$ cat config.mk
export PLATFORM = sky130hd
export DESIGN_NAME = fuzzy_three_rule_controller
export DESIGN_NICKNAME = d
export VERILOG_FILES = /design/src/rtl/ftrc_pkg.sv /design/src/rtl/fuzzy_three_rule_controller.sv /design/src/rtl/ftrc_div_stage.sv
export SDC_FILE = /design/constraint.sdc
export NUM_CORES = 1
export LEC_CHECK = 0
export ABC_CLOCK_PERIOD_IN_PS = 6260
export BUFFER_PORTS_ARGS = -buffer_cell sky130_fd_sc_hd__buf_2
export CAP_MARGIN = 30
export CELL_PAD_IN_SITES_DETAIL_PLACEMENT = 0
export CELL_PAD_IN_SITES_GLOBAL_PLACEMENT = 2
export CORE_ASPECT_RATIO = 1.4
export CORE_MARGIN = 5
export CORE_UTILIZATION = 40
export CTS_BUF_LIST = sky130_fd_sc_hd__clkbuf_8
export CTS_CLUSTER_DIAMETER = 30
export DETAILED_ROUTE_END_ITERATION = 7
export GPL_TIMING_DRIVEN = 0
export HOLD_SLACK_MARGIN = 0.15
export PLACE_DENSITY = 0.81
export SKIP_CTS_REPAIR_TIMING = 1
export SLEW_MARGIN = 20
export SYNTH_ARGS = -nofsm -noshare
export SYNTH_HDL_FRONTEND = slang
export SYNTH_SLANG_ARGS = --single-unit
$ cat constraint.sdc
create_clock -name clk -period 6.26 [get_ports clk]
set_input_delay 0.626 -clock clk [delete_from_list [all_inputs] [get_ports clk]]
set_output_delay 0.626 -clock clk [all_outputs]
set_load 0.02 [all_outputs]
$ cat src/rtl/ftrc_pkg.sv
// Shared types, widths and constant tables for the three-rule fuzzy controller.
// Depends on nothing; imported by ftrc_div_stage, fuzzy_three_rule_controller and its testbench.
`timescale 1ns / 1ps

package ftrc_pkg;

	// fixed-point grades: unsigned, FRAC_BITS fractional bits, 1.0 is reachable
	localparam int FRAC_BITS  = 16;
	localparam int AGG_W      = FRAC_BITS + 1;
	// eleven grades of at most 1.0 each
	localparam int AREA_W     = FRAC_BITS + 5;
	// one-sided moment is at most 15 * 1.0
	localparam int MAG_W      = FRAC_BITS + 4;
	// divisor enters the divider pre-shifted by two places
	localparam int DVS_W      = AREA_W + 2;
	localparam int QUO_W      = 3;
	localparam int LEVEL_W    = 4;
	localparam int SET_POINTS = 11;
	localparam int CENTER     = 5;

	localparam logic signed [LEVEL_W-1:0] NO_FIRE_LEVEL = 4'sd5;

	// rule indexes
	localparam logic [1:0] RULE_HOT  = 2'd0;
	localparam logic [1:0] RULE_MID  = 2'd1;
	localparam logic [1:0] RULE_COLD = 2'd2;

	// one item in flight through the divider
	typedef struct packed {
		logic               neg;
		logic               fired;
		logic [MAG_W-1:0]   rem;
		logic [DVS_W-1:0]   dvs;
		logic [QUO_W-1:0]   quo;
	} div_t;

	// n/12 in fixed point, n = 0..12
	function automatic logic [AGG_W-1:0] frac12(input logic [3:0] n);
		logic [AGG_W-1:0] r;
		case (n)
			4'd1:    r = AGG_W'((64'd1 << FRAC_BITS) / 12);
			4'd2:    r = AGG_W'((64'd2 << FRAC_BITS) / 12);
			4'd3:    r = AGG_W'((64'd3 << FRAC_BITS) / 12);
			4'd4:    r = AGG_W'((64'd4 << FRAC_BITS) / 12);
			4'd5:    r = AGG_W'((64'd5 << FRAC_BITS) / 12);
			4'd6:    r = AGG_W'((64'd6 << FRAC_BITS) / 12);
			4'd7:    r = AGG_W'((64'd7 << FRAC_BITS) / 12);
			4'd8:    r = AGG_W'((64'd8 << FRAC_BITS) / 12);
			4'd9:    r = AGG_W'((64'd9 << FRAC_BITS) / 12);
			4'd10:   r = AGG_W'((64'd10 << FRAC_BITS) / 12);
			4'd11:   r = AGG_W'((64'd11 << FRAC_BITS) / 12);
			4'd12:   r = AGG_W'((64'd12 << FRAC_BITS) / 12);
			default: r = '0;
		endcase
		return r;
	endfunction

	// n/10 in fixed point, n = 0..10
	function automatic logic [AGG_W-1:0] frac10(input logic [3:0] n);
		logic [AGG_W-1:0] r;
		case (n)
			4'd1:    r = AGG_W'((64'd1 << FRAC_BITS) / 10);
			4'd2:    r = AGG_W'((64'd2 << FRAC_BITS) / 10);
			4'd3:    r = AGG_W'((64'd3 << FRAC_BITS) / 10);
			4'd4:    r = AGG_W'((64'd4 << FRAC_BITS) / 10);
			4'd5:    r = AGG_W'((64'd5 << FRAC_BITS) / 10);
			4'd6:    r = AGG_W'((64'd6 << FRAC_BITS) / 10);
			4'd7:    r = AGG_W'((64'd7 << FRAC_BITS) / 10);
			4'd8:    r = AGG_W'((64'd8 << FRAC_BITS) / 10);
			4'd9:    r = AGG_W'((64'd9 << FRAC_BITS) / 10);
			4'd10:   r = AGG_W'((64'd10 << FRAC_BITS) / 10);
			default: r = '0;
		endcase
		return r;
	endfunction

	// output-set grade in fifths for one rule at point i (x = i - 5)
	function automatic logic [2:0] set_fifths(input logic [1:0] rule, input logic [3:0] i);
		logic [2:0] k;
		k = 3'd0;
		case (rule)
			RULE_HOT:  if (i < 4'd5) k = 3'(4'd5 - i);
			RULE_MID:  if (i == 4'd5) k = 3'd5;
			RULE_COLD: if (i > 4'd5 && i < 4'd11) k = 3'(i - 4'd5);
			default:   k = 3'd0;
		endcase
		return k;
	endfunction

	// k/5 in fixed point
	function automatic logic [AGG_W-1:0] grade5(input logic [2:0] k);
		logic [AGG_W-1:0] r;
		case (k)
			3'd1:    r = AGG_W'((64'd1 << FRAC_BITS) / 5);
			3'd2:    r = AGG_W'((64'd2 << FRAC_BITS) / 5);
			3'd3:    r = AGG_W'((64'd3 << FRAC_BITS) / 5);
			3'd4:    r = AGG_W'((64'd4 << FRAC_BITS) / 5);
			3'd5:    r = AGG_W'((64'd5 << FRAC_BITS) / 5);
			default: r = '0;
		endcase
		return r;
	endfunction

endpackage

$ cat src/rtl/fuzzy_three_rule_controller.sv
// Top level of the three-rule max-min fuzzy controller with centroid output.
// Depends on ftrc_pkg and ftrc_div_stage.
//
//   channel | valid     | stall     | payload
//   --------+-----------+-----------+------------------------------
//   input   | in_valid  | in_stall  | temperature[7:0]
//   output  | out_valid | out_stall | drive_level[3:0] s, fired
//
// One item per cycle sustained while out_stall stays low; each item passes seven
// register stages: membership lookup, max-min aggregate, sums, sign/magnitude,
// and three restoring-division stages of one quotient bit each.
// Reset clears all stage valid bits; the data registers are not reset.
// out_stall freezes a full last stage and every full stage whose successor is
// frozen; in_stall rises only when the first stage is full and cannot move.
`timescale 1ns / 1ps

module fuzzy_three_rule_controller import ftrc_pkg::*; (
	input  logic                      clk,
	input  logic                      arst_n,
	input  logic                      in_valid,
	output logic                      in_stall,
	input  logic [7:0]                temperature,
	output logic                      out_valid,
	input  logic                      out_stall,
	output logic signed [LEVEL_W-1:0] drive_level,
	output logic                      fired
);

	// stage valids and advance enables
	logic v_s1, v_s2, v_s3, v_s4, v_s5, v_s6, v_s7;
	logic en1, en2, en3, en4, en5, en6, en7;

	assign en7 = !v_s7 || !out_stall;
	assign en6 = !v_s6 || en7;
	assign en5 = !v_s5 || en6;
	assign en4 = !v_s4 || en5;
	assign en3 = !v_s3 || en4;
	assign en2 = !v_s2 || en3;
	assign en1 = !v_s1 || en2;
	assign in_stall = !en1;

	always_ff @(posedge clk or negedge arst_n) begin
		if (!arst_n) begin
			v_s1 <= 1'b0;
			v_s2 <= 1'b0;
			v_s3 <= 1'b0;
			v_s4 <= 1'b0;
		end else begin
			if (en1) v_s1 <= in_valid;
			if (en2) v_s2 <= v_s1;
			if (en3) v_s3 <= v_s2;
			if (en4) v_s4 <= v_s3;
		end
	end

	// stage 1: rule memberships
	logic [AGG_W-1:0] u_hot, u_mid, u_cold;
	logic [AGG_W-1:0] u_s1 [3];

	always_comb begin
		u_hot  = '0;
		u_mid  = '0;
		u_cold = '0;
		if (temperature >= 8'd74 && temperature <= 8'd86)
			u_hot = frac12(4'(temperature - 8'd74));
		if (temperature >= 8'd60 && temperature <= 8'd70)
			u_mid = frac10(4'(temperature - 8'd60));
		else if (temperature > 8'd70 && temperature <= 8'd80)
			u_mid = frac10(4'(8'd80 - temperature));
		if (temperature >= 8'd54 && temperature <= 8'd66)
			u_cold = frac12(4'(8'd66 - temperature));
	end

	always_ff @(posedge clk) begin
		if (en1) begin
			u_s1[RULE_HOT]  <= u_hot;
			u_s1[RULE_MID]  <= u_mid;
			u_s1[RULE_COLD] <= u_cold;
		end
	end

	// stage 2: clip each output set and take the max per point
	logic [AGG_W-1:0] agg     [SET_POINTS];
	logic [AGG_W-1:0] agg_s2  [SET_POINTS];

	always_comb begin
		for (int i = 0; i < SET_POINTS; i++) begin
			agg[i] = '0;
			for (int r = 0; r < 3; r++) begin
				logic [AGG_W-1:0] g;
				logic [AGG_W-1:0] c;
				g = grade5(set_fifths(2'(r), 4'(i)));
				c = (u_s1[r] < g) ? u_s1[r] : g;
				if (c > agg[i]) agg[i] = c;
			end
		end
	end

	always_ff @(posedge clk) begin
		if (en2) begin
			for (int i = 0; i < SET_POINTS; i++) agg_s2[i] <= agg[i];
		end
	end

	// stage 3: area and the two one-sided moments
	logic [AREA_W-1:0] area;
	logic [MAG_W-1:0]  pos_sum, neg_sum;
	logic [AREA_W-1:0] area_s3;
	logic [MAG_W-1:0]  pos_s3, neg_s3;

	always_comb begin
		area    = '0;
		pos_sum = '0;
		neg_sum = '0;
		for (int i = 0; i < SET_POINTS; i++) begin
			area = area + AREA_W'(agg_s2[i]);
			if (i > CENTER)
				pos_sum = pos_sum + MAG_W'(agg_s2[i]) * MAG_W'(i - CENTER);
			else if (i < CENTER)
				neg_sum = neg_sum + MAG_W'(agg_s2[i]) * MAG_W'(CENTER - i);
		end
	end

	always_ff @(posedge clk) begin
		if (en3) begin
			area_s3 <= area;
			pos_s3  <= pos_sum;
			neg_s3  <= neg_sum;
		end
	end

	// stage 4: sign and magnitude of the moment, divisor pre-shifted
	div_t prep, d_s4, d_s5, d_s6, d_s7;

	always_comb begin
		prep.neg   = neg_s3 > pos_s3;
		prep.fired = area_s3 != '0;
		prep.rem   = prep.neg ? (neg_s3 - pos_s3) : (pos_s3 - neg_s3);
		prep.dvs   = DVS_W'(area_s3) << (QUO_W - 1);
		prep.quo   = '0;
	end

	always_ff @(posedge clk) begin
		if (en4) begin
			d_s4 <= prep;
		end
	end

	// stages 5..7: one quotient bit each, most significant first
	ftrc_div_stage u_div5 (
		.clk(clk), .arst_n(arst_n), .en(en5),
		.vld_in(v_s4), .d(d_s4), .vld_out(v_s5), .q(d_s5)
	);

	ftrc_div_stage u_div6 (
		.clk(clk), .arst_n(arst_n), .en(en6),
		.vld_in(v_s5), .d(d_s5), .vld_out(v_s6), .q(d_s6)
	);

	ftrc_div_stage u_div7 (
		.clk(clk), .arst_n(arst_n), .en(en7),
		.vld_in(v_s6), .d(d_s6), .vld_out(v_s7), .q(d_s7)
	);

	// result: signed quotient, or the no-fire level
	logic signed [LEVEL_W-1:0] lvl_mag;

	assign lvl_mag     = LEVEL_W'({1'b0, d_s7.quo});
	assign out_valid   = v_s7;
	assign fired       = d_s7.fired;
	assign drive_level = !d_s7.fired ? NO_FIRE_LEVEL
	                   : (d_s7.neg ? LEVEL_W'(4'sd0 - lvl_mag) : lvl_mag);

	// input is held back only when the first stage is full
	a_stall_full: assert property (@(posedge clk) disable iff (!arst_n)
		in_stall |-> v_s1)
		else $error("in_stall high with stage 1 empty");

	// centroid quotient never exceeds five when a rule fired
	a_quo_range: assert property (@(posedge clk) disable iff (!arst_n)
		(v_s7 && d_s7.fired) |-> (d_s7.quo <= 3'd5))
		else $error("centroid quotient out of range");

	// an item moving out of stage 4 arrives in stage 5 with its fired flag unchanged
	a_fired_area: assert property (@(posedge clk) disable iff (!arst_n)
		(v_s4 && en5) |=> (v_s5 && (d_s5.fired == $past(d_s4.fired))))
		else $error("fired flag lost between stage 4 and stage 5");

	// a frozen last stage keeps its item
	a_hold_last: assert property (@(posedge clk) disable iff (!arst_n)
		(v_s7 && out_stall) |=> (v_s7 && $stable(d_s7)))
		else $error("last stage changed while stalled");

endmodule

$ cat src/rtl/ftrc_div_stage.sv
// One restoring-division step of the centroid divider, with its stage register.
// Depends on ftrc_pkg (div_t and widths).
`timescale 1ns / 1ps

module ftrc_div_stage import ftrc_pkg::*; (
	input  logic clk,
	input  logic arst_n,
	input  logic en,
	input  logic vld_in,
	input  div_t d,
	output logic vld_out,
	output div_t q
);

	logic ge;
	div_t nxt;

	// compare and subtract one quotient bit, then halve the divisor
	always_comb begin
		ge = (DVS_W'(d.rem) >= d.dvs);
		nxt       = d;
		nxt.rem   = ge ? MAG_W'(DVS_W'(d.rem) - d.dvs) : d.rem;
		nxt.dvs   = d.dvs >> 1;
		nxt.quo   = {d.quo[QUO_W-2:0], ge};
	end

	always_ff @(posedge clk or negedge arst_n) begin
		if (!arst_n) begin
			vld_out <= 1'b0;
		end else if (en) begin
			vld_out <= vld_in;
		end
	end

	always_ff @(posedge clk) begin
		if (en) begin
			q <= nxt;
		end
	end

endmodule

* Yosys cells after proc, flatten, opt, wreduce, memory -nomap -nowiden *
Memories as Yosys holds them, arrays and structs flattened.
Cells that the tools add are included.

cells by class
  $add $sub $neg = 27
  $mul = 4
  order comparisons = 50
  multiplexer cells = 51
  reduce and logical (&&, ||, !) cells = 21

operators with widths
  cell                                                            number
  two-way mux 17 bit                                              42
  greater-than comparator 17 bit                                  18
  adder 21 x 17 -> 21 bit                                         6
  greater-than comparator 17 x 1 -> 1 bit, second input constant  6
  subtractor 20 bit                                               4
  < comparator 17 x 16 -> 1 bit, second input constant            4
  adder 20 x 19 -> 20 bit                                         3
  two-way mux 20 bit                                              3
  < comparator 17 x 1 -> 1 bit, second input constant             3
  < comparator 17 bit, second input constant                      3
  multiplier 17 x 3 -> 20 bit, second input constant              2
  multiplier 17 x 2 -> 19 bit, second input constant              2
  < comparator 17 x 14 -> 1 bit, second input constant            2
  < comparator 17 x 15 -> 1 bit, second input constant            2
  less-or-equal comparator 8 x 7 -> 1 bit, second input constant  4
  greater-or-equal comparator 20 x 23 -> 1 bit                    1
  greater-or-equal comparator 20 x 22 -> 1 bit                    1
  adder 20 x 17 -> 21 bit                                         1
  greater-or-equal comparator 20 x 21 -> 1 bit                    1
  nonzero test 21 bit                                             1
  adder 19 x 17 -> 20 bit                                         1
  adder 19 x 19 -> 20 bit                                         1
  adder 20 x 17 -> 20 bit                                         1
  adder 20 x 18 -> 20 bit                                         1
  17 further kinds                                                40

word-level totals
  flip-flop bits (word level) = 205
  RAM bits = 238
  memory bits (read-only) = 1088
  input port bits = 12
  output and inout port bits = 7
  logic and storage cells = 186
  memories kept = 6

memories
  name              words  bits a word  read ports  clocked after memory_dff  write ports  RTL line                           RTL
  (name not given)  16     17           1           0                         0            ftrc_pkg.sv:40                     case (n)
  (name not given)  16     17           1           0                         0            ftrc_pkg.sv:61                     case (n)
  (name not given)  16     17           1           0                         0            ftrc_pkg.sv:61
  (name not given)  16     17           1           0                         0            ftrc_pkg.sv:40
  agg_s2            11     17           11          0                         11           fuzzy_three_rule_controller.sv:84  logic [AGG_W-1:0] agg_s2 [SET_POINTS];
  u_s1              3      17           3           0                         3            fuzzy_three_rule_controller.sv:58  logic [AGG_W-1:0] u_s1 [3];

* Longest topological paths before layout *
Gate-level depths: netlist of the first run.
An unclocked memory read counts as a cell.

  depth in word-level cells = 11
  gate-level depth with buffers = 22
  gate-level depth less buffers = 22

* Hierarchy *
A second synthesis of the first run with hierarchy kept.

unflattened totals
  cell total of the unflattened synthesis = 2225
  area, all modules = 25260.5 um^2

by module, submodules not included
  module                       times used  cells an instance  area an instance (um^2)  sequential area each (um^2)
  fuzzy_three_rule_controller  1           1454               16259.3                  5865.6
  ftrc_div_stage               3           257                3000.4                   1436.4

* Least setup slack after synthesis of the first run *
Ideal clock, no wire load.

  kind = register to register
  from = memory agg_s2[2][13] (netlist name)
  to = register area_s3[18] (data pin)
  library setup time = 258 ps
  arrival time = 4970 ps
  data required time = 6002 ps
  slack = 1032 ps
  stages on the path, launching flop included = 20
  buffers on the path = 1
  period minus slack after synthesis = 5228 ps
  path through = edfxtp_1 > fa_1 > fa_1 > inv_1 > fa_1 > inv_1 > fa_1 > inv_1 > fa_1 > inv_1 > ha_1 > clkbuf_1 > a21oi_1 > o21ai_0 > a21oi_1 > o21bai_1 > a21o_1 > a21o_1 > a21oi_1 > xnor2_1

RTL lines
  what                  RTL line                            RTL
  start, declared       fuzzy_three_rule_controller.sv:84
  end signal, assigned  fuzzy_three_rule_controller.sv:126  area_s3 <= area;
  end, declared         fuzzy_three_rule_controller.sv:108  logic [AREA_W-1:0] area_s3;

==> out/results.tsv, run 1 <==
stage	metric	value	unit
outcome	status	finished clean	
synth	area leader, netlist	edfxtp_1	
routing	Antenna Violating Nets Remaining	0	
setup_path	Startpoint Class	flip-flop	
floorplan	die height	285	um
synth	largest family of logic cells by synthesized area	adder cells	
sta	RSZ-0062 raised after global routing	false	
placement	Final Wtd Congestion	0.891	
clock_tree	CTS root buf	clkbuf_8	
setup_path	Critical Path Start	agg_s2[0][13]	
worst_hold_path	Hold Crit Class	input pin to asynchronous set/reset pin	
run	number of max-cap violations	0	
setup_path	worst endpoint data arrival time	6210	ps
synth	Seq cells post-synth	293	
global_routing	first-pass GRT wire length	78600	um
sta	crit share post-route	93.4	%
sta	Tightest Pin Transition	934	ps
routing	Starting DRT DRC Count	613	
global_routing	grt ovf	0	
final_layout	share of cells above drive strength 1	10.0	%
setup_path	r2r worst-path depth	18	
clock_tree	CTS tree	built	
setup_path	worst setup path class	flip-flop to flip-flop	
final_layout	# fillers	5055	
clock_tree	Sink Count	293	
clock_tree	TritonCTS Buffers	67	
floorplan	die footprint	58700	sq um
final_layout	commonest non-fill, non-tap cell in the layout	inv_1	
clock_tree	Worst-Skew Late Latency	660	ps
synth	Cells after Synth	1889	
final_layout	Seq. cell area	8760	sq um
setup_path	Data required, critical path	6630	ps
final_layout	commonest non-fill, non-tap cells in the layout	inv_1 (313), edfxtp_1 (286), ha_1 (196)	
global_routing	largest net degree at the start of global routing	58	
global_routing	vias in the first global route	14874	
synth	largest cells by area after synthesis	edfxtp_1 (40%), fa_1 (16%), ha_1 (11%)	
final_layout	Layout Nets	2378	
synth	Synth Cell Area	21600	sq um
synth	Synth Area in XOR/XNOR	3.98	%
routing	Routed WL	49200	um
global_routing	Tot GR Track Use	17.2	%
synth	post-synthesis sequential area ratio	40.6	%
sta	setup total negative slack	0	ps
synth	Top FF cell, synth	edfxtp_1	
synth	Distinct cells, synth	77	
placement	post-detail-place hpwl	40700	um
setup_path	R2R Setup Slk	410	ps
routing	Routed WL per cell	17.8	um
sta	Fin Clk Skew	63.4	ps
setup_path	CP endpoint kind	flip-flop	
routing	vias	13791	
synth	mean post-synth cell area	11.4	sq um
floorplan	core box area	53300	sq um
floorplan	row count	100	
sta	FMAX	171	MHz
sta	final setup violating endpoints	0	
global_routing	initial antenna violation count	1	
final_layout	multi-input gate area in the final layout	11500	sq um
clock_tree	Clk pin slew, worst setup/hold paths	70	ps
placement	# port buffers	18	
synth	post-synth top area share	39.8	%
synth	yosys warns	0	
floorplan	Die W	206	um
sta	pins over their slew limit	0	
clock_tree	Max clock buf depth	3	
sta	Slew HR	36.9	%
sta	crit path time final	5850	ps
routing	via density per instance	4.99	
synth	async set-reset flop share out of synthesis	2.39	%
synth	post-synthesis mux area share	2.29	%
final_layout	area delta synth->final	12.2	%
synth	Adder-Cell Fraction of Synth Area	27.3	%
routing	# DRC	0	
floorplan	boundary pin count	19	
routing	1st-pass router iterations	5	
clock_tree	H-tree depth	3	
sta	Final Hold Fails	0	
synth	Post-synth EDFFs	286	
synth	complex-gate fraction of the synthesized area	11.7	%
setup_path	crit-path max FO	6	
synth	Post-Synth Simple-Gate Area	7.57	%
floorplan	initial core utilization	40.5	%
setup_path	reg2reg start	agg_s2[0][13]	
## metrics by stage
| step | instances | hold slack (ps) | worst slack, ps | util (%) | instance area (sq um) |
|---|---|---|---|---|---|
| after floorplan | 1902 | 330 | 1030 | - | 21600 |
| after global placement | 2634 | 404 | 327 | 42.4 | 22600 |
| after detailed placement | 2640 | 409 | 294 | 42.7 | 22700 |
| after CTS | 2759 | -258 | 226 | 45.3 | 24200 |
| after global routing | 2764 | 327 | 19.6 | 45.4 | 24200 |
| final | 2764 | 340 | 412 | 45.4 | 24200 |
## synthesized netlist by cell type, types with 4 or more instances
cell type and instances:
dfrtp_1 7, o21bai_1 10, inv_1 310, o211ai_1 11
o31ai_1 4, nand2b_1 27, and2_1 8, a22oi_1 6
edfxtp_1 286, nor2b_1 27, a311oi_1 4, xnor2_1 60
a211oi_1 18, mux2i_1 10, and3_1 11, or3_1 6
or2_2 7, nand2_1 91, nor4_1 9, o21a_1 13
a31oi_1 14, a211o_1 5, a21oi_1 123, fa_1 171
o31a_1 5, a21boi_0 8, xor2_1 38, mux2_2 19
o21ai_0 74, nor3_1 16, a21o_1 54, clkbuf_1 33
nand4_1 15, buf_2 17, ha_1 196, nor2_1 83
mux2_4 12, nand3_1 23, o22ai_1 7
## metal layers
layer,share of wire [%],up-vias,GRT usage [%]
met5,0,-,0
met2,58,221,34.5
met1,34,6717,16.8
met3,2.7,108,2.49
li1,-,6745,-
met4,4.6,0,8.22
## registers in the layout, summed over array words and instances, names as in the netlist
register        flops
u_div5.vld_out      1
area_s3            21
v_s2                1
v_s3                1
d_s4               43
neg_s3             20
u_div7.q            5
v_s4                1
agg_s2             72
u_div6.vld_out      1
u_div7.vld_out      1
u_div5.q           44
pos_s3             20
u_div6.q           45
v_s1                1
u_s1               16
## critical path, cell delays in order, from the launching register on
cell	delay (ps)
edfxtp_1	560
inv_1	160
fa_1	590
inv_1	60
fa_1	460
fa_1	550
inv_1	60
fa_1	660
xor2_1	170
ha_1	270
ha_1	300
a21o_1	180
a21oi_1	340
a211oi_1	120
o21ai_0	460
a21oi_1	130
a21oi_1	240
o21ai_0	130
xnor2_1	150
## path summary, 6_finish.rpt
path / end
worst min-delay path: v_s2
max in group asynchronous: v_s1
worst max register to register: area_s3[19]
worst max-delay path: area_s3[19]
worst min register to register: u_div7.q[46]
min in group clk: u_div7.vld_out
## layout make-up
cell class | count | share of cell area [%]
Buffer | 55 | 1.02
Inverter | 310 | 4.81
Clock inverter | 52 | 2.03
Tap cell | 714 | 3.69
Sequential cell | 293 | 36.2
Antenna cell | 1 | 0.0103
Timing Repair Buffer | 28 | 1.04
Clock buffer | 67 | 3.81
Multi-Input combinational cell | 1244 | 47.4
## logic make-up (layout without fill, tap and decap cells)
logic type               Yosys count  count (layout)
AO/OA/AOI/OAI                    388             388
XOR/XNOR                          98              98
adder cells (fa/ha/maj)          368             368
buffers and inverters            365             512
flip-flops                       293             293
multiplexers                      41              41
other                              1              15
AND/OR/NAND/NOR                  335             335
Power of run 1 is not shown: default switching activity piles up to over one toggle a cycle in this logic, so the estimate is an artifact.
==> inputs of run 2 (changes only) <==
==> constraint.sdc (replaced) <==
create_clock -name clk -period 6.26 [get_ports clk]
set_input_delay 1.252 -clock clk [delete_from_list [all_inputs] [get_ports clk]]
set_output_delay 1.252 -clock clk [all_outputs]
set_load 0.02 [all_outputs]
==> out/results.tsv, run 2 (same netlist as run 1, synthesis figures left out) <==
stage	metric	value	unit
sta	final setup violating endpoints	0	
floorplan	row count	100	
clock_tree	Max clock buf depth	3	
final_layout	max reg flops	72	
routing	Routed WL	49100	um
final_layout	commonest non-fill, non-tap cells in the layout	inv_1 (313), edfxtp_1 (286), ha_1 (196)	
setup_path	Startpoint Class	flip-flop	
clock_tree	H-tree depth	3	
outcome	status	finished clean	
setup_path	Data required, critical path	6620	ps
floorplan	die footprint	58700	sq um
sta	RSZ-0062 raised after global routing	false	
clock_tree	Sink Count	293	
setup_path	Crit path largest cell delay	660	ps
routing	via density per instance	5.00	
final_layout	share of cells above drive strength 1	10.0	%
floorplan	Die W	206	um
clock_tree	TritonCTS Buffers	67	
sta	Fin Clk Skew	60.8	ps
placement	# port buffers	18	
final_layout	# fillers	5057	
final_layout	most flop-heavy register	agg_s2	
global_routing	vias in the first global route	14874	
setup_path	Slowest-stage cell, CP	fa_1	
floorplan	core box area	53300	sq um
floorplan	boundary pin count	19	
final_layout	Layout Nets	2376	
sta	crit share post-route	93.2	%
routing	Antenna Violating Nets Remaining	0	
setup_path	crit-path max FO	6	
global_routing	largest net degree at the start of global routing	58	
clock_tree	CTS tree	built	
final_layout	Seq. cell area	8760	sq um
final_layout	multi-input gate area in the final layout	11500	sq um
clock_tree	Worst-Skew Late Latency	660	ps
sta	setup total negative slack	0	ps
setup_path	worst endpoint data arrival time	6200	ps
sta	crit path time final	5830	ps
setup_path	CP cell instances	inv_1 > fa_1 > inv_1 > fa_1 > fa_1 > inv_1 > fa_1 > xor2_1 > ha_1 > ha_1 > a21o_1 > a21oi_1 > a211oi_1 > o21ai_0 > a21oi_1 > a21oi_1 > o21ai_0 > xnor2_1	
routing	# DRC	0	
clock_tree	CTS root buf	clkbuf_8	
routing	1st-pass router iterations	6	
placement	post-detail-place hpwl	40700	um
sta	Final Hold Fails	0	
worst_hold_path	Hold Crit Class	input pin to asynchronous set/reset pin	
clock_tree	Clk pin slew, worst setup/hold paths	60	ps
global_routing	first-pass GRT wire length	78600	um
sta	Tightest Pin Transition	923	ps
global_routing	Tot GR Track Use	17.2	%
floorplan	die height	285	um
setup_path	worst setup path class	flip-flop to flip-flop	
global_routing	initial antenna violation count	1	
final_layout	Regs by FF count	agg_s2: 72 flops, u_div6.q: 45 flops, u_div5.q: 44 flops	
sta	FMAX	171	MHz
floorplan	initial core utilization	40.5	%
sta	Slew HR	37.7	%
final_layout	area delta synth->final	12.1	%
routing	vias	13798	
setup_path	CP most frequent cell	fa_1	
routing	Routed WL per cell	17.8	um
setup_path	CP endpoint kind	flip-flop	
sta	pins over their slew limit	0	
placement	Final Wtd Congestion	0.891	
routing	Starting DRT DRC Count	620	
run	number of max-cap violations	0	
final_layout	commonest non-fill, non-tap cell in the layout	inv_1	
global_routing	grt ovf	0	
-- run 2: cell types whose count changed in the layout (fill, tap and decap cells not counted), sizes merged --
cell         before  now
dlygate4sd3       2    0
-- run 2: area by class of cell --
type / instances / area share [%]
diodes: 1 / 0.0103
plain buffers: 55 / 1.02
clock buffers: 67 / 3.81
clock inverters: 52 / 2.03
inverters: 310 / 4.81
multi-input cells: 1244 / 47.4
flip-flops and latches: 293 / 36.2
well taps: 714 / 3.69
repair buffers: 26 / 0.957
-- run 2: critical path, delay by kind of cell (launching register included) --
family,cells,cell delay [ps]
fa+ha+maj,6,2830
flops,1,560
buf+inv,3,280
xor+xnor,2,320
compound gates,7,1580
-- run 2: worst paths after layout --
path	startpoint	end	slack, ps	depth (start not counted)
max	agg_s2[0][13]	area_s3[19]	430	18
min	arst_n	v_s2	420	1
max in group asynchronous	arst_n	v_s1	5670	1
max reg2reg	agg_s2[0][13]	area_s3[19]	430	18
min in group clk	u_div6.q[46]	u_div7.q[46]	420	0
min reg2reg	u_div6.q[46]	u_div7.q[46]	420	0
-- run 2: per-layer routing --
| metal | share of wire, % | GRT usage (%) | wire length, um | vias to the layer above |
|---|---|---|---|---|
| met5 | 0 | 0 | 0 | - |
| met4 | 4.7 | 8.22 | 2280 | 0 |
| met1 | 34 | 16.8 | 16700 | 6714 |
| met3 | 2.7 | 2.49 | 1350 | 109 |
| met2 | 58 | 34.5 | 28700 | 238 |
| li1 | - | - | - | 6737 |
-- run 2: metrics by stage --
stage               std cells  instance area [sq um]  setup WS, ps  utilization [%]  hold WS, ps
floorplan                1902                  21600          1030                -          400
global placement         2634                  22600           327             42.4          404
detailed placement       2640                  22700           294             42.7          409
CTS                      2759                  24200           226             45.3          368
global route             2762                  24200          19.6             45.4          399
finish                   2762                  24200           429             45.4          418
Power of run 2 is left out for the same reason.
==> inputs of run 3 (changes only) <==
--- a/config.mk
+++ b/config.mk
@@ -5,6 +5,7 @@
 export SDC_FILE = /design/constraint.sdc
 export NUM_CORES = 1
 export LEC_CHECK = 0
+export ABC_AREA = 1
 export ABC_CLOCK_PERIOD_IN_PS = 6260
 export BUFFER_PORTS_ARGS = -buffer_cell sky130_fd_sc_hd__buf_2
 export CAP_MARGIN = 30
@@ -16,9 +17,11 @@
 export CTS_BUF_LIST = sky130_fd_sc_hd__clkbuf_8
 export CTS_CLUSTER_DIAMETER = 30
 export DETAILED_ROUTE_END_ITERATION = 7
+export GPL_ROUTABILITY_DRIVEN = 0
 export GPL_TIMING_DRIVEN = 0
 export HOLD_SLACK_MARGIN = 0.15
-export PLACE_DENSITY = 0.81
+export MAX_ROUTING_LAYER = met4
+export PLACE_DENSITY = 0.85
 export SKIP_CTS_REPAIR_TIMING = 1
 export SLEW_MARGIN = 20
 export SYNTH_ARGS = -nofsm -noshare
==> out/results.tsv, run 3 <==
stage	metric	value	unit
outcome	status	finished clean	
clock_tree	Worst-Skew Late Latency	660	ps
sta	setup total negative slack	0	ps
clock_tree	Max clock buf depth	3	
setup_path	Reg2Reg Capture Point	area_s3[16]	
global_routing	grt ovf	0	
worst_hold_path	Hold EP	u_div7.q[2]	
synth	yosys warns	0	
floorplan	boundary pin count	19	
synth	Post-synth EDFFs	286	
routing	Routed WL per cell	16.8	um
clock_tree	H-tree depth	2	
synth	mean post-synth cell area	9.14	sq um
synth	Synth Cell Area	22900	sq um
setup_path	worst endpoint data arrival time	4470	ps
setup_path	Slowest-stage cell, CP	nor2_1	
synth	Distinct cells, synth	51	
synth	area leader, netlist	edfxtp_1	
sta	Slew HR	42.4	%
global_routing	initial antenna violation count	1	
sta	Fin Hold WS	357	ps
sta	RSZ-0062 raised after global routing	false	
sta	pins over their slew limit	0	
synth	Commonest cells post-synth	nand2_1 (640), inv_1 (486), edfxtp_1 (286)	
global_routing	largest net degree at the start of global routing	64	
placement	# port buffers	18	
final_layout	area delta synth->final	10.8	%
synth	post-synthesis sequential area ratio	38.2	%
routing	# DRC	0	
synth	Top FF cell, synth	edfxtp_1	
synth	post-synth top area share	37.5	%
final_layout	Non-Filler Instances	3384	
setup_path	worst setup path class	input pin to primary output	
final_layout	max reg flops	72	
setup_path	CP Buf/Inv Count	5	
clock_tree	TritonCTS Buffers	57	
setup_path	Crit path largest cell delay	500	ps
final_layout	Layout Nets	2980	
run	number of max-cap violations	0	
sta	final setup violating endpoints	0	
synth	async set-reset flop share out of synthesis	2.39	%
clock_tree	CTS root buf	clkbuf_8	
synth	largest cells by area after synthesis	edfxtp_1 (37%), fa_1 (15%), ha_1 (11%)	
clock_tree	CTS tree	built	
setup_path	crit-path leading delay family	simple AND/OR/NAND/NOR gates	
routing	Routed WL	56900	um
synth	Seq cells post-synth	293	
floorplan	Die W	212	um
setup_path	crit-path max FO	63	
worst_hold_path	Hold Crit Class	flip-flop to flip-flop	
final_layout	commonest non-fill, non-tap cells in the layout	nand2_1 (638), inv_1 (492), edfxtp_1 (286)	
floorplan	row count	103	
placement	post-detail-place hpwl	48800	um
setup_path	reg2reg start	agg_s2[0][13]	
sta	Fin Clk Skew	72.9	ps
setup_path	cell count along the critical path	12	
placement	placed cell count	3276	
synth	Cells after Synth	2507	
worst_hold_path	Hold Path Cell Cnt	0	
global_routing	vias in the first global route	17134	
routing	via density per instance	4.82	
setup_path	r2r worst-path depth	17	
floorplan	core box area	56600	sq um
sta	crit path time final	5720	ps
setup_path	CP endpoint kind	primary output	
setup_path	R2R Setup Slk	760	ps
routing	1st-pass router iterations	7	
setup_path	Data required, critical path	5010	ps
final_layout	share of cells above drive strength 1	6.91	%
sta	final setup margin	539	ps
floorplan	die height	293	um
routing	vias	16326	
global_routing	Tot GR Track Use	19.3	%
routing	Starting DRT DRC Count	735	
worst_hold_path	Hold Startpoint	u_div6.q[1]	
global_routing	first-pass GRT wire length	90500	um
clock_tree	Clk pin slew, worst setup/hold paths	60	ps
clock_tree	Sink Count	293	
sta	Tightest Pin Transition	855	ps
routing	Antenna Violating Nets Remaining	0	
final_layout	commonest non-fill, non-tap cell in the layout	nand2_1	
sta	FMAX	175	MHz
sta	crit share post-route	91.4	%
floorplan	die footprint	62200	sq um
synth	most frequent cell after synthesis	nand2_1	
placement	worst slack at placement	-563	ps
final_layout	Regs by FF count	agg_s2: 72 flops, u_div6.q: 45 flops, u_div5.q: 44 flops	
floorplan	initial core utilization	40.5	%
setup_path	Startpoint Class	input pin	
setup_path	CP most frequent cell	nor2_1	
final_layout	most flop-heavy register	agg_s2	
sta	Final Hold Fails	0	
setup_path	CP cell instances	buf_2 > nand2_1 > nor2_1 > inv_2 > nor2_1 > clkinvlp_4 > nor2_2 > nand2_4 > nor2_1 > nand2_2 > inv_1 > buf_2	
-- run 3: cell count changes in the layout (fill, tap and decap cells not counted), moves of 17 or more --
cell      previous run  this run
nand2_1             89       638
inv_1              313       492
nand3_1             22       110
nor2_1              83       148
a21o_1              54         6
xnor2_1             60        18
xor2_1              38        69
clkbuf_1            33         5
nand2b_1            27         0
nor2b_1             27         0
mux2_2              19         0
a211oi_1            18         1
o21ai_0             74        57
-- run 3: per-stage QoR --
step | utilization (%) | cell area [sq um]
5_1_grt | 44.9 | 25400
6_report | 44.9 | 25400
3_3_place_gp | 42.4 | 24000
4_1_cts | 44.8 | 25400
3_5_place_dp | 42.5 | 24100
2_1_floorplan | - | 23000
-- run 3: kinds of logic (layout without fill, tap and decap cells) --
family / count (synthesis) / in the layout / synth area share (%)
AND/OR/NAND/NOR: 1004 / 1004 / 18.3
buffers and inverters: 530 / 658 / 9.15
flip-flops: 293 / 293 / 38.2
XOR/XNOR: 87 / 87 / 3.33
other: 1 / 15 / 0.0164
AO/OA/AOI/OAI: 225 / 225 / 5.33
adder cells (fa/ha/maj): 367 / 367 / 25.6
-- run 3: cell type report --
cell class                 count  area, sq um
inverter                     496         1880
timing repair buffer          22          178
buffer                        34          226
clock inverter                49          518
fill                        5495        31200
antenna                        1         2.50
multi-input combinational   1697        12100
tap                          735          920
sequential                   293         8760
clock buffer                  57          785
-- run 3: layer usage --
layer | wire [um] | share of wire, % | track usage [%] | up-vias
met1 | 19900 | 35 | 18.8 | 7778
met4 | 3160 | 5.5 | 9.45 | 0
met3 | 1220 | 2.1 | 1.85 | 124
met5 | 0 | 0 | - | -
li1 | - | - | - | 8177
met2 | 32600 | 57 | 37.3 | 247
-- run 3: worst max path at each step --
stage / slack [ps] / end / start
3_5_place_dp: -560 / in_stall / out_stall
3_3_place_gp: -1010 / in_stall / out_stall
4_1_cts: -560 / in_stall / out_stall
2_1_floorplan: 300 / in_stall / out_stall
6_report: 540 / in_stall / out_stall
5_1_grt: 140 / in_stall / out_stall
Power of run 3 is left out for the same reason.
